--- src/cefq_pkg.sv ---
// Shared types, codes and the admission table for the charger event filter
// and its coalescing queue. Used by every module under src; depends on nothing.
`default_nettype none

package cefq_pkg;

   // Default number of ring slots; the ring holds at most one less.
   localparam int unsigned QUEUE_DEPTH = 16;

   // Event codes.
   localparam logic [2:0] EV_START_SINK     = 3'd0;
   localparam logic [2:0] EV_STOP_SINK      = 3'd1;
   localparam logic [2:0] EV_START_SOURCE   = 3'd2;
   localparam logic [2:0] EV_STOP_SOURCE    = 3'd3;
   localparam logic [2:0] EV_START_WIRELESS = 3'd4;
   localparam logic [2:0] EV_STOP_WIRELESS  = 3'd5;
   localparam logic [2:0] EV_NONE           = 3'd6;

   // Request actions.
   localparam logic [1:0] ACT_POST   = 2'd0;
   localparam logic [1:0] ACT_POP    = 2'd1;
   localparam logic [1:0] ACT_DRAIN  = 2'd2;

   // Result status codes.
   localparam logic [2:0] ST_QUEUED   = 3'd0;
   localparam logic [2:0] ST_FULL     = 3'd1;
   localparam logic [2:0] ST_REJECTED = 3'd2;
   localparam logic [2:0] ST_IGNORED  = 3'd3;
   localparam logic [2:0] ST_POPPED   = 3'd4;
   localparam logic [2:0] ST_EMPTY    = 3'd5;
   localparam logic [2:0] ST_CLEARED  = 3'd6;

   // Configuration register indexes.
   localparam logic REG_BYPASS   = 1'b0;
   localparam logic REG_HANDLERS = 1'b1;

   // Admission rows, one per new event; bit j is set when the new event may
   // follow present event j.
   localparam logic [5:0] ADMIT_ROWS [0:5] = '{
      6'b111010,
      6'b000001,
      6'b111010,
      6'b110100,
      6'b101110,
      6'b011100
   };

   // Result fields that are known when the item is accepted. The popped entry
   // itself comes later, from the ring memory's registered read.
   typedef struct packed {
      logic [2:0] status;
      logic       pop_ok;
      logic [2:0] present;
      logic [2:0] prior;
      logic       online;
      logic       wireless_to_wired;
      logic [3:0] count;
   } rsp_info_type;

   function automatic logic event_admitted(input logic [2:0] code,
                                           input logic [2:0] present);
      logic ok;
      ok = 1'b0;
      if (code < EV_NONE) begin
         if (present >= EV_NONE) begin
            ok = 1'b1;
         end else begin
            ok = ADMIT_ROWS[code][present];
         end
      end
      return ok;
   endfunction

   function automatic logic is_stop_event(input logic [2:0] code);
      return (code == EV_STOP_SINK) || (code == EV_STOP_SOURCE) ||
             (code == EV_STOP_WIRELESS);
   endfunction

endpackage

`default_nettype wire

--- src/cefq_ring.sv ---
// Event ring storage: a single-port-write, registered-read memory with a
// written flag per slot so that unwritten slots read as zero. Uses cefq_pkg.
`default_nettype none

module cefq_ring #(
   parameter int unsigned QUEUE_DEPTH = cefq_pkg::QUEUE_DEPTH,
   localparam int unsigned PTR_W = $clog2(QUEUE_DEPTH)
) (
   input  wire logic             clock,
   input  wire logic             reset,
   input  wire logic             wr_en,
   input  wire logic [PTR_W-1:0] wr_addr,
   input  wire logic [2:0]       wr_data,
   input  wire logic             rd_en,
   input  wire logic [PTR_W-1:0] rd_addr,
   output      logic [2:0]       rd_event
);

   logic [2:0]             mem [QUEUE_DEPTH];
   logic [QUEUE_DEPTH-1:0] written_ff;
   logic [2:0]             rd_data_ff;
   logic                   rd_hit_ff;

   always_ff @(posedge clock) begin
      if (wr_en) begin
         mem[wr_addr] <= wr_data;
      end
      if (rd_en) begin
         rd_data_ff <= mem[rd_addr];
      end
   end

   always_ff @(posedge clock) begin
      if (reset) begin
         written_ff <= '0;
         rd_hit_ff  <= 1'b0;
      end else begin
         if (wr_en) begin
            written_ff[wr_addr] <= 1'b1;
         end
         if (rd_en) begin
            rd_hit_ff <= written_ff[rd_addr];
         end
      end
   end

   assign rd_event = rd_hit_ff ? rd_data_ff : 3'd0;

endmodule

`default_nettype wire

--- src/cefq_ctrl.sv ---
// Admission filter, event state and ring pointer control, including the
// merge mode that coalesces events into one slot. Uses cefq_pkg.
`default_nettype none

module cefq_ctrl #(
   parameter int unsigned QUEUE_DEPTH = cefq_pkg::QUEUE_DEPTH,
   localparam int unsigned PTR_W = $clog2(QUEUE_DEPTH)
) (
   input  wire logic                  clock,
   input  wire logic                  reset,
   input  wire logic                  accept,
   input  wire logic [1:0]            action,
   input  wire logic [2:0]            event_code,
   input  wire logic                  bypass,
   input  wire logic                  handlers,
   output      logic                  wr_en,
   output      logic [PTR_W-1:0]      wr_addr,
   output      logic                  rd_en,
   output      logic [PTR_W-1:0]      rd_addr,
   output      cefq_pkg::rsp_info_type info
);

   logic [2:0]       present_ff, present_in;
   logic [2:0]       prior_ff, prior_in;
   logic             online_ff, online_in;
   logic [PTR_W-1:0] wp_ff, wp_in;
   logic [PTR_W-1:0] rp_ff, rp_in;
   logic             merge_ff, merge_in;
   logic [PTR_W-1:0] slot_ff, slot_in;
   logic [PTR_W-1:0] wp_step;
   logic [PTR_W:0]   diff;
   logic             put_wr;
   logic [PTR_W-1:0] put_addr;

   function automatic logic [PTR_W-1:0] wrap_next(input logic [PTR_W-1:0] p);
      return (p == PTR_W'(QUEUE_DEPTH - 1)) ? '0 : p + PTR_W'(1);
   endfunction

   always_comb begin
      present_in  = present_ff;
      prior_in    = prior_ff;
      online_in   = online_ff;
      wp_in       = wp_ff;
      rp_in       = rp_ff;
      merge_in    = merge_ff;
      slot_in     = slot_ff;
      wp_step     = wp_ff;
      put_wr      = 1'b0;
      put_addr    = wp_ff;
      info.status = cefq_pkg::ST_IGNORED;
      info.pop_ok = 1'b0;

      case (action)
         cefq_pkg::ACT_POST: begin
            if (bypass || !handlers) begin
               info.status = cefq_pkg::ST_IGNORED;
            end else if (!cefq_pkg::event_admitted(event_code, present_ff)) begin
               info.status = cefq_pkg::ST_REJECTED;
            end else begin
               online_in  = (event_code == cefq_pkg::EV_START_SINK) ||
                            (event_code == cefq_pkg::EV_START_WIRELESS);
               prior_in   = present_ff;
               present_in = event_code;
               if (wrap_next(wp_ff) == rp_ff) begin
                  info.status = cefq_pkg::ST_FULL;
               end else begin
                  info.status = cefq_pkg::ST_QUEUED;
                  put_wr      = 1'b1;
                  if (merge_ff) begin
                     // Skip over the merge slot's own position, and when that
                     // leaves the ring empty restart in the next slot.
                     wp_step = (slot_ff == wp_ff) ? wrap_next(wp_ff) : wp_ff;
                     if (wp_step == rp_ff) begin
                        slot_in  = wrap_next(slot_ff);
                        wp_in    = wrap_next(wp_step);
                        merge_in = 1'b0;
                     end else begin
                        wp_in = wp_step;
                     end
                     put_addr = slot_in;
                  end else begin
                     put_addr = wp_ff;
                     wp_in    = wrap_next(wp_ff);
                  end
               end
               if (cefq_pkg::is_stop_event(event_code) && !merge_in) begin
                  merge_in = 1'b1;
                  slot_in  = wp_in;
               end
            end
         end
         cefq_pkg::ACT_POP: begin
            if (wp_ff == rp_ff) begin
               info.status = cefq_pkg::ST_EMPTY;
            end else begin
               info.status = cefq_pkg::ST_POPPED;
               info.pop_ok = 1'b1;
               rp_in       = wrap_next(rp_ff);
            end
         end
         cefq_pkg::ACT_DRAIN: begin
            merge_in    = 1'b0;
            slot_in     = '0;
            info.status = cefq_pkg::ST_CLEARED;
         end
         default: begin
            info.status = cefq_pkg::ST_IGNORED;
         end
      endcase

      if (wp_in >= rp_in) begin
         diff = {1'b0, wp_in} - {1'b0, rp_in};
      end else begin
         diff = {1'b0, wp_in} + (PTR_W + 1)'(QUEUE_DEPTH) - {1'b0, rp_in};
      end

      info.present           = present_in;
      info.prior             = prior_in;
      info.online            = online_in;
      info.wireless_to_wired = (prior_in == cefq_pkg::EV_START_WIRELESS) &&
                               (present_in == cefq_pkg::EV_START_SINK);
      info.count             = 4'(diff);
   end

   assign wr_en   = accept && put_wr;
   assign wr_addr = put_addr;
   assign rd_en   = accept && info.pop_ok;
   assign rd_addr = rp_ff;

   always_ff @(posedge clock) begin
      if (reset) begin
         present_ff <= cefq_pkg::EV_NONE;
         prior_ff   <= cefq_pkg::EV_NONE;
         online_ff  <= 1'b0;
         wp_ff      <= '0;
         rp_ff      <= '0;
         merge_ff   <= 1'b0;
         slot_ff    <= '0;
      end else if (accept) begin
         present_ff <= present_in;
         prior_ff   <= prior_in;
         online_ff  <= online_in;
         wp_ff      <= wp_in;
         rp_ff      <= rp_in;
         merge_ff   <= merge_in;
         slot_ff    <= slot_in;
      end
   end

endmodule

`default_nettype wire

--- src/charger_event_filter_coalescing_queue.sv ---
// Charger event filter with a coalescing event queue. Posts are checked
// against an admission table and the present event, then written into a ring
// of QUEUE_DEPTH slots (at most QUEUE_DEPTH-1 held); after a stop event later
// posts coalesce into one slot until a drain request or the ring drains. One
// request is taken per cycle unless req_stall is raised; results go through
// the pending stage, which waits for the registered ring read used by pops, and
// then the output register. Per-slot written flags mean no clearing pass after
// reset. Depends on cefq_pkg, cefq_ctrl and cefq_ring.
`default_nettype none

module charger_event_filter_coalescing_queue #(
   parameter int unsigned QUEUE_DEPTH = cefq_pkg::QUEUE_DEPTH
) (
   input  wire logic        clock,
   input  wire logic        reset,
   input  wire logic        req_valid,
   output      logic        req_stall,
   input  wire logic [1:0]  req_action,
   input  wire logic [2:0]  req_event_code,
   output      logic        rsp_valid,
   input  wire logic        rsp_stall,
   output      logic [2:0]  rsp_status,
   output      logic [2:0]  rsp_popped_event,
   output      logic [2:0]  rsp_present_event,
   output      logic [2:0]  rsp_prior_event,
   output      logic        rsp_charger_online,
   output      logic        rsp_wireless_to_wired,
   output      logic [3:0]  rsp_queue_count,
   input  wire logic        csr_psel,
   input  wire logic        csr_penable,
   input  wire logic        csr_pwrite,
   input  wire logic [2:0]  csr_paddr,
   input  wire logic [31:0] csr_pwdata,
   output      logic [31:0] csr_prdata,
   output      logic        csr_pready
);

   localparam int unsigned PTR_W = $clog2(QUEUE_DEPTH);

   logic                   bypass_ff;
   logic                   handlers_ff;
   logic                   accept;
   logic                   out_free;
   logic                   wr_en;
   logic [PTR_W-1:0]       wr_addr;
   logic                   rd_en;
   logic [PTR_W-1:0]       rd_addr;
   logic [2:0]             rd_event;
   cefq_pkg::rsp_info_type info;
   cefq_pkg::rsp_info_type pend_info_ff;
   logic                   pend_valid_ff;
   logic                   rsp_valid_ff;
   logic [2:0]             rsp_status_ff;
   logic [2:0]             rsp_popped_event_ff;
   logic [2:0]             rsp_present_event_ff;
   logic [2:0]             rsp_prior_event_ff;
   logic                   rsp_charger_online_ff;
   logic                   rsp_wireless_to_wired_ff;
   logic [3:0]             rsp_queue_count_ff;
   logic                   csr_index;

   // Configuration registers.
   assign csr_pready = 1'b1;
   assign csr_index  = csr_paddr[2];

   always_ff @(posedge clock) begin
      if (reset) begin
         bypass_ff   <= 1'b0;
         handlers_ff <= 1'b0;
      end else if (csr_psel && csr_penable && csr_pwrite) begin
         case (csr_index)
            cefq_pkg::REG_BYPASS:   bypass_ff   <= csr_pwdata[0];
            cefq_pkg::REG_HANDLERS: handlers_ff <= csr_pwdata[0];
            default: begin
            end
         endcase
      end
   end

   always_comb begin
      case (csr_index)
         cefq_pkg::REG_BYPASS:   csr_prdata = {31'd0, bypass_ff};
         cefq_pkg::REG_HANDLERS: csr_prdata = {31'd0, handlers_ff};
         default:                csr_prdata = 32'd0;
      endcase
   end

   // The pending stage waits for the ring read; it drains whenever the
   // output register is free, so a new transfer can enter every cycle while that holds.
   assign out_free  = !rsp_valid_ff || !rsp_stall;
   assign req_stall = pend_valid_ff && !out_free;
   assign accept    = req_valid && !req_stall;

   cefq_ctrl #(
      .QUEUE_DEPTH (QUEUE_DEPTH)
   ) u_ctrl (
      .clock      (clock),
      .reset      (reset),
      .accept     (accept),
      .action     (req_action),
      .event_code (req_event_code),
      .bypass     (bypass_ff),
      .handlers   (handlers_ff),
      .wr_en      (wr_en),
      .wr_addr    (wr_addr),
      .rd_en      (rd_en),
      .rd_addr    (rd_addr),
      .info       (info)
   );

   cefq_ring #(
      .QUEUE_DEPTH (QUEUE_DEPTH)
   ) u_ring (
      .clock    (clock),
      .reset    (reset),
      .wr_en    (wr_en),
      .wr_addr  (wr_addr),
      .wr_data  (req_event_code),
      .rd_en    (rd_en),
      .rd_addr  (rd_addr),
      .rd_event (rd_event)
   );

   always_ff @(posedge clock) begin
      if (reset) begin
         pend_valid_ff <= 1'b0;
         rsp_valid_ff  <= 1'b0;
      end else begin
         if (accept) begin
            pend_valid_ff <= 1'b1;
         end else if (out_free) begin
            pend_valid_ff <= 1'b0;
         end
         if (out_free) begin
            rsp_valid_ff <= pend_valid_ff;
         end
      end
   end

   always_ff @(posedge clock) begin
      if (accept) begin
         pend_info_ff <= info;
      end
      if (out_free && pend_valid_ff) begin
         rsp_status_ff            <= pend_info_ff.status;
         rsp_popped_event_ff      <= pend_info_ff.pop_ok ? rd_event : cefq_pkg::EV_NONE;
         rsp_present_event_ff     <= pend_info_ff.present;
         rsp_prior_event_ff       <= pend_info_ff.prior;
         rsp_charger_online_ff    <= pend_info_ff.online;
         rsp_wireless_to_wired_ff <= pend_info_ff.wireless_to_wired;
         rsp_queue_count_ff       <= pend_info_ff.count;
      end
   end

   assign rsp_valid             = rsp_valid_ff;
   assign rsp_status            = rsp_status_ff;
   assign rsp_popped_event      = rsp_popped_event_ff;
   assign rsp_present_event     = rsp_present_event_ff;
   assign rsp_prior_event       = rsp_prior_event_ff;
   assign rsp_charger_online    = rsp_charger_online_ff;
   assign rsp_wireless_to_wired = rsp_wireless_to_wired_ff;
   assign rsp_queue_count       = rsp_queue_count_ff;

endmodule

`default_nettype wire

--- config.mk ---
export PLATFORM = sky130hd
export DESIGN_NAME = charger_event_filter_coalescing_queue
export DESIGN_NICKNAME = d
export VERILOG_FILES = /design/src/cefq_pkg.sv /design/src/cefq_ring.sv /design/src/cefq_ctrl.sv /design/src/charger_event_filter_coalescing_queue.sv
export SDC_FILE = /design/constraint.sdc
export NUM_CORES = 1
export LEC_CHECK = 0
export BUFFER_PORTS_ARGS = -buffer_cell sky130_fd_sc_hd__buf_2
export CAP_MARGIN = 20
export CORE_ASPECT_RATIO = 1.25
export CORE_MARGIN = 3
export CORE_UTILIZATION = 50
export CTS_CLUSTER_DIAMETER = 200
export CTS_CLUSTER_SIZE = 10
export DETAILED_ROUTE_END_ITERATION = 12
export PLACE_DENSITY = 0.72
export SLEW_MARGIN = 20
export SYNTH_ARGS = -nofsm -noshare
export SYNTH_HDL_FRONTEND = slang
export SYNTH_HIERARCHICAL = 1
export SYNTH_SLANG_ARGS = --single-unit
--- constraint.sdc ---
create_clock -name clock -period 6 [get_ports clock]
set_clock_uncertainty 0.05 [all_clocks]
set_input_delay 0 -clock clock [delete_from_list [all_inputs] [get_ports clock]]
set_output_delay 0 -clock clock [all_outputs]
set_load 0.02 [all_outputs]
==> results of run 1 <==
-- what timing repair did --
action / CTS / global route
hold buffers: 10 / 0
setup buffers: 0 / 0
hold endpoints to repair: 20 / 0
-- sequential cells by signal (all words and copies together), names as in the netlist, 3 cells and up --
| register | count |
|---|---|
| rsp_prior_event | 3 |
| u_ctrl/present_ff | 3 |
| u_ring/mem | 48 |
| rsp_status | 3 |
| u_ctrl/wp_ff | 4 |
| pend_info_ff | 16 |
| rsp_popped_event | 3 |
| u_ctrl/slot_ff | 4 |
| u_ring/rd_data_ff | 3 |
| u_ctrl/rd_addr | 4 |
| rsp_queue_count | 4 |
| u_ctrl/prior_ff | 3 |
| u_ring/written_ff | 16 |
| rsp_present_event | 3 |
-- kinds of logic (layout without fill, tap and decap cells) --
logic type,count (synthesis),count (layout),share of synthesized area (%)
adders and majority gates,11,11,2.28
AOI/OAI and AO/OA,77,77,8.63
muxes,46,46,11.4
and+or+nand+nor,178,178,13.7
xor gates and xnor gates,23,23,3.17
other,2,32,0.118
DFF,126,126,53.0
buffers and inverters,80,98,7.61
-- cells in the mapped netlist, types with 4 or more instances --
| library cell | instances | share of area (%) |
|---|---|---|
| xor2_1 | 9 | 1.2 |
| a21o_1 | 5 | 0.59 |
| o21ai_0 | 11 | 0.87 |
| xnor2_1 | 14 | 1.9 |
| a31oi_1 | 5 | 0.49 |
| mux2_2 | 8 | 1.4 |
| nand2b_1 | 10 | 0.98 |
| buf_4 | 34 | 4.0 |
| inv_1 | 19 | 1.1 |
| nor3_1 | 8 | 0.63 |
| nor2b_1 | 5 | 0.49 |
| nand3b_1 | 4 | 0.47 |
| dfxtp_1 | 41 | 13 |
| buf_6 | 4 | 0.71 |
| mux4_2 | 8 | 2.8 |
| nand2_1 | 37 | 2.2 |
| nand4_1 | 4 | 0.39 |
| mux4_1 | 9 | 3.7 |
| nor2_1 | 76 | 4.5 |
| buf_2 | 8 | 0.63 |
| and2_1 | 5 | 0.49 |
| a21oi_1 | 20 | 1.6 |
| mux2i_1 | 19 | 3.0 |
| edfxtp_1 | 85 | 40 |
| ha_1 | 10 | 2.0 |
| clkbuf_1 | 12 | 0.71 |
| nand3_1 | 6 | 0.47 |
-- worst paths after layout --
kind | from | endpoint | cells past startpoint
max | u_ctrl/wp_ff[0]$_SDFFE_PP0P_ | u_ring/mem[0][1]$_DFFE_PP_ | 10
min | req_event_code[1] | u_ring/mem[12][1]$_DFFE_PP_ | 1
max reg2reg | u_ctrl/wp_ff[0]$_SDFFE_PP0P_ | u_ring/mem[0][1]$_DFFE_PP_ | 10
min reg2reg | pend_info_ff[9]$_DFFE_PP_ | rsp_present_event[0]$_DFFE_PP_ | 0
-- layer usage --
layer	track usage [%]	wire (um)	share of wire (%)
met3	4.02	644	4.9
met1	24.5	5490	42
met5	0	0	0
met2	32.7	6720	51
met4	7.68	315	2.4
-- critical path, stage by stage (launching register included) --
cell and delay, ps:
dfxtp_1 720, xnor2_1 210, and4_1 510, mux2i_1 270, o22ai_1 170, nor4_4 510
buf_4 260, mux2_2 360, mux2_2 300, or3b_2 540, nor3_1 540
-- area by class of cell --
type	count	area (um2)	share of cell area (%)
repair buffers	49	308	4.32
clock inverters	8	67.6	0.949
well taps	164	205	2.88
inverters	19	71.3	1.00
multi-input cells	367	2630	37.0
clock buffers	22	464	6.52
flip-flops and latches	126	3370	47.4
-- power groups by stage --
stage	Sequential [uW]	Clock (uW)	Combinational [uW]
floorplan	964	0	73.9
global placement	959	0	87.3
detailed placement	960	0	90.1
CTS	942	937	95.2
global route	943	978	105
finish	942	922	95.8
-- cell usage in the layout, fill, tap and decap left out, drive strengths merged, types with 4 or more instances in the layout --
| cell type | n |
|---|---|
| a21o | 5 |
| a21oi | 21 |
| a221oi | 5 |
| a31oi | 6 |
| and2 | 5 |
| buf | 39 |
| clkbuf | 22 |
| clkinv | 6 |
| conb | 32 |
| dfxtp | 41 |
| dlygate4sd3 | 10 |
| edfxtp | 85 |
| ha | 10 |
| inv | 19 |
| mux2 | 10 |
| mux2i | 19 |
| mux4 | 17 |
| nand2 | 37 |
| nand2b | 10 |
| nand3 | 7 |
| nand3b | 4 |
| nand4 | 4 |
| nor2 | 76 |
| nor2b | 6 |
| nor3 | 9 |
| o21ai | 12 |
| o31ai | 4 |
| or3 | 4 |
| xnor2 | 14 |
| xor2 | 9 |
-- stage by stage --
step                      instance area [um2]  cells
after floorplan                          6470    573
after global placement                   6480    715
after detailed placement                 6480    715
after CTS                                7110    755
after global routing                     7120    755
final                                    7120    755
==> run_results.csv, run 1 <==
group,metric,value,unit
synth,yosysUniqueCellTypes,70,
timing,tightest_slew,874,ps
setup_path,crit_required,5990,ps
cells_and_area,nNetsFinal,638,
global_routing,grt_pass1_vias,4148,
timing,fin_ws,1170,ps
global_routing,grt_overflow_total,0,
synth,synth-async-reset-ratio,0,%
run_status,status,"finished with violations",
global_routing,grt_first_pass_wirelength,21200,um
pwr,pwr-share-clk,47.1,%
synth,yosys_warnings,6,
timing,drv_slew,0,
timing,fmaxAchievable,0.207,GHz
route,drtAntennaViolNets,0,
floorplanning,die_x,107,um
cells_and_area,area_growth,11.9,%
floorplanning,fp.dieH,132,um
floorplanning,start_util,51.8,%
pwr,leakagePower,0.00263,uW
timing,setup-tns-final,0,ps
timing,finalSetupViolations,0,
clocking,clockRootBuffer,"clkbuf_16",
synth,synth_area_per_cell,11.7,um2
pwr,p_sw_share,21.2,%
clocking,h-tree-depth,4,
synth,ys_ff_latch,126,
timing,layout_min_cycle_time,4830,ps
synth,synth-seq-area-share,53.0,%
pwr,netSwitchingPower,415,uW
pwr,pwr-share-seq,48.1,%
timing,whs,-0.164,ps
placed_design,pre_cts_ws,1240,ps
synth,syn_inst,543,
floorplanning,top_level_ports,100,
floorplanning,rows,45,
run_status,violations,"hold timing",
clocking,clockBufferDepth,2,
run,maxCapViolCount,0,
route,vias_per_cell,5.58,
global_routing,grt_max_degree,45,
cells_and_area,diodes,0,
route,first_iter_violations,378,
clocking,cts_resized,0,
cells_and_area,post-route-util,58.0,%
clocking,cts_tree,"done",
floorplanning,die-area,0.0141,mm2
setup_path,end_kind,"register",
setup_path,cp_max_fo,18,
pwr,power,1960,uW
setup_path,crit_type,"reg2reg",
timing,finalHoldViolations,1,
pwr,ir_worst_vdd,0.167,mV
route,dr.pass1.iters,6,
cells_and_area,layout-drive-gt1-share,17.4,%
worst_hold_path,hp-class,"in2reg",
cells_and_area,nFillCells,1041,
pwr,p_per_area,275,mW/mm2
global_routing,antenna_found_initial,0,
setup_path,startpoint_type,"register",
clocking,cts_made_buffers,17,
route,drc,0,
placed_design,dpl.hpwl,8850,um
timing,rsz0062_at_grt,"false",
clocking,cts.sinks,126,
setup_path,critical_path_arrival,4810,ps
synth,ys.flop_type,"edfxtp_1",
route,vias,4216,
floorplanning,core,0.0123,mm2
synth,synth_edf_count,85,
route,wl_per_cell,17.4,um
timing,period_share,80.4,%
global_routing,grt_usage,19.4,%
placed_design,gp_congestion,0.893,
pwr,power.internal,1550,uW
route,detail_route.wirelength,13200,um
clocking,insertion_delay,410,ps
timing,slew_headroom,41.1,%
placed_design,io_buffers,34,
pwr,pwr-share-comb,4.9,%
setup_path,rrSetupSlack,1170,ps
clocking,clk_pin_slew,50,ps
synth,synth_area,0.00636,mm2
(Power assumes the default switching activity.)
==> inputs of run 2 (changes only) <==
ABC_AREA = 1   (was not set)
PLACE_DENSITY = 0.74   (was 0.72)
clock period = 4.2 ns   (was 6 ns; I/O delays follow)
==> run_results.csv, run 2 <==
group,metric,value,unit
cells_and_area,register_area,0.00337,mm2
global_routing,grt_first_pass_wirelength,23600,um
floorplanning,core,0.0124,mm2
cells_and_area,diodes,0,
global_routing,grt_max_degree,35,
route,top_layer,"met4",
pwr,leakagePower,0.00311,uW
placed_design,gp_congestion,0.937,
clocking,insertion_delay,420,ps
synth,synth_common_cells,"157 x nand2_1, 113 x nor2_1, 85 x edfxtp_1",
route,dr_wl_met2,7620,um
route,vias_per_cell,5.37,
route,wl_per_cell,15.3,um
synth,synth_area,0.00651,mm2
cells_and_area,layout-drive-gt1-share,13.4,%
synth,yosys_warnings,6,
cells_and_area,largest_reg_flops,48,
synth,synth_top_area_share,39.2,%
synth,synth_compound_area_share,10.1,%
pwr,power,3230,uW
floorplanning,top_level_ports,100,
floorplanning,rows,45,
route,dr.pass1.iters,6,
placed_design,dpl.hpwl,10200,um
global_routing,antenna_found_initial,0,
floorplanning,fp.dieH,134,um
synth,yosysUniqueCellTypes,35,
synth,synth_top_family_by_area,"simple AND/OR/NAND/NOR gates",
setup_path,end_kind,"register",
setup_path,crit_required,4320,ps
synth,synth-xor-area-share,1.21,%
run,maxCapViolCount,0,
global_routing,grt_overflow_total,0,
synth,synth_top_area_cell,"edfxtp_1",
synth,ys_ff_latch,126,
timing,drv_slew,0,
cells_and_area,nNetsFinal,868,
clocking,cts_made_buffers,17,
cells_and_area,layout_common_cells,"157 x nand2_1, 113 x nor2_1, 85 x edfxtp_1",
clocking,cts_tree,"done",
synth,post_synth_fa_ha_maj_area_fraction,2.23,%
synth,muxShareOfSynthArea,0,%
clocking,cts_setup_buffers,0,
synth,synth-simple-area-share,24.3,%
floorplanning,start_util,52.3,%
route,vias,5291,
timing,slew_headroom,51.2,%
timing,rsz0062_at_grt,"false",
placed_design,io_buffers,34,
timing,finalSetupViolations,0,
clocking,clockBufferDepth,2,
global_routing,grt_pass1_vias,4977,
cells_and_area,nFillCells,1031,
synth,ys.flop_type,"edfxtp_1",
cells_and_area,reg_top3,"u_ring/mem: 48 flops, pend_info_ff: 16 flops, u_ring/written_ff: 16 flops",
floorplanning,die-area,0.0144,mm2
synth,syn_inst,758,
placed_design,dp_cells,941,
timing,layout_min_cycle_time,3870,ps
synth,synth_area_leaders,"edfxtp_1 39%, dfxtp_1 13%, nand2_1 9.1%",
timing,period_share,92.1,%
cells_and_area,largest-register,"u_ring/mem",
synth,yosysMostFrequentCell,"nand2_1",
cells_and_area,stdcell_count,985,
setup_path,cp_common_cell,"nand2_1",
floorplanning,die_x,108,um
run_status,status,"finished, final reports clean",
clocking,clk_pin_slew,60,ps
clocking,cts.sinks,126,
clocking,clockRootBuffer,"clkbuf_16",
synth,synth_area_per_cell,8.59,um2
timing,setup-tns-final,0,ps
route,drc,0,
setup_path,critical_path_arrival,3990,ps
clocking,postCtsHoldBufs,14,
cells_and_area,fin_area,0.00743,mm2
setup_path,max_stage_delay,550,ps
route,detail_route.wirelength,15100,um
worst_hold_path,hp-class,"in2reg",
cells_and_area,area_growth,14.2,%
route,drtAntennaViolNets,0,
synth,synth-async-reset-ratio,0,%
route,dr_wl_met3,1030,um
timing,fmaxAchievable,0.259,GHz
clocking,cts_resized,0,
global_routing,grt_usage,20.9,%
pwr,ir_worst_vdd,0.262,mV
clocking,h-tree-depth,4,
cells_and_area,multi_input_area,0.00258,mm2
synth,synth_edf_count,85,
setup_path,crit_type,"reg2reg",
timing,finalHoldViolations,0,
route,m1WireLength,5800,um
setup_path,startpoint_type,"register",
cells_and_area,final_common_cell,"nand2_1",
setup_path,cp_slowest_cell,"dfxtp_1",
pwr,p_per_area,435,mW/mm2
route,first_iter_violations,426,
synth,synth-seq-area-share,51.8,%
timing,tightest_slew,732,ps
placed_design,place_area,0.00670,mm2
setup_path,cp_max_fo,10,
-- run 2: worst max-delay path: cells and delay by family (launching register included) --
family / cells / cell delay (ps)
AND/OR/NAND/NOR: 18 / 1590
adder cells (fa/ha/maj): 2 / 580
AO/OA/AOI/OAI: 3 / 620
buffers and inverters: 1 / 50
flip-flops: 1 / 550
XOR/XNOR: 1 / 180
-- run 2: final cells by class --
type                            count  area share [%]
Multi-Input combinational cell    526            34.7
Clock buffer                       17            5.73
Clock inverter                     13            2.24
Tap cell                          164            2.76
Sequential cell                   126            45.4
Inverter                           84            4.24
Timing Repair Buffer               55            4.88
-- run 2: per-layer routing --
| metal | up-vias | track usage (%) |
|---|---|---|
| met5 | - | 0 |
| met4 | 0 | 11.2 |
| met3 | 51 | 4.41 |
| met2 | 262 | 36.0 |
| met1 | 2440 | 24.2 |
| li1 | 2538 | - |
-- run 2: final timing paths --
| path | depth (start not counted) | endpoint | slack (ps) | from |
|---|---|---|---|---|
| worst min-delay path | 1 | u_ring/mem[4][0]$_DFFE_PP_ | 40 | req_event_code[0] |
| worst max register to register | 25 | pend_info_ff[3]$_DFFE_PP_ | 330 | u_ctrl/wp_ff[1]$_SDFFE_PP0P_ |
| worst max-delay path | 25 | pend_info_ff[3]$_DFFE_PP_ | 330 | u_ctrl/wp_ff[1]$_SDFFE_PP0P_ |
| worst min register to register | 0 | rsp_present_event[1]$_DFFE_PP_ | 370 | pend_info_ff[10]$_DFFE_PP_ |
-- run 2: cells by family after synthesis --
group                    after synthesis
adder cells (fa/ha/maj)               11
AO/OA/AOI/OAI                        116
flip-flops                           126
AND/OR/NAND/NOR                      358
other                                  2
buffers and inverters                136
XOR/XNOR                               9
-- run 2: per-stage QoR --
step,worst slack (ps),hold slack (ps),utilization (%)
after floorplan,1100,19.1,-
final,333,38.8,59.7
after global placement,623,217,53.8
after detailed placement,481,228,53.8
after global routing,105,45.9,59.7
after CTS,401,13.7,59.7
-- run 2: power by group --
part	internal, uW	switching, uW	total (uW)
registers	1370	16.7	1380
clock network	929	539	1470
logic	114	266	380
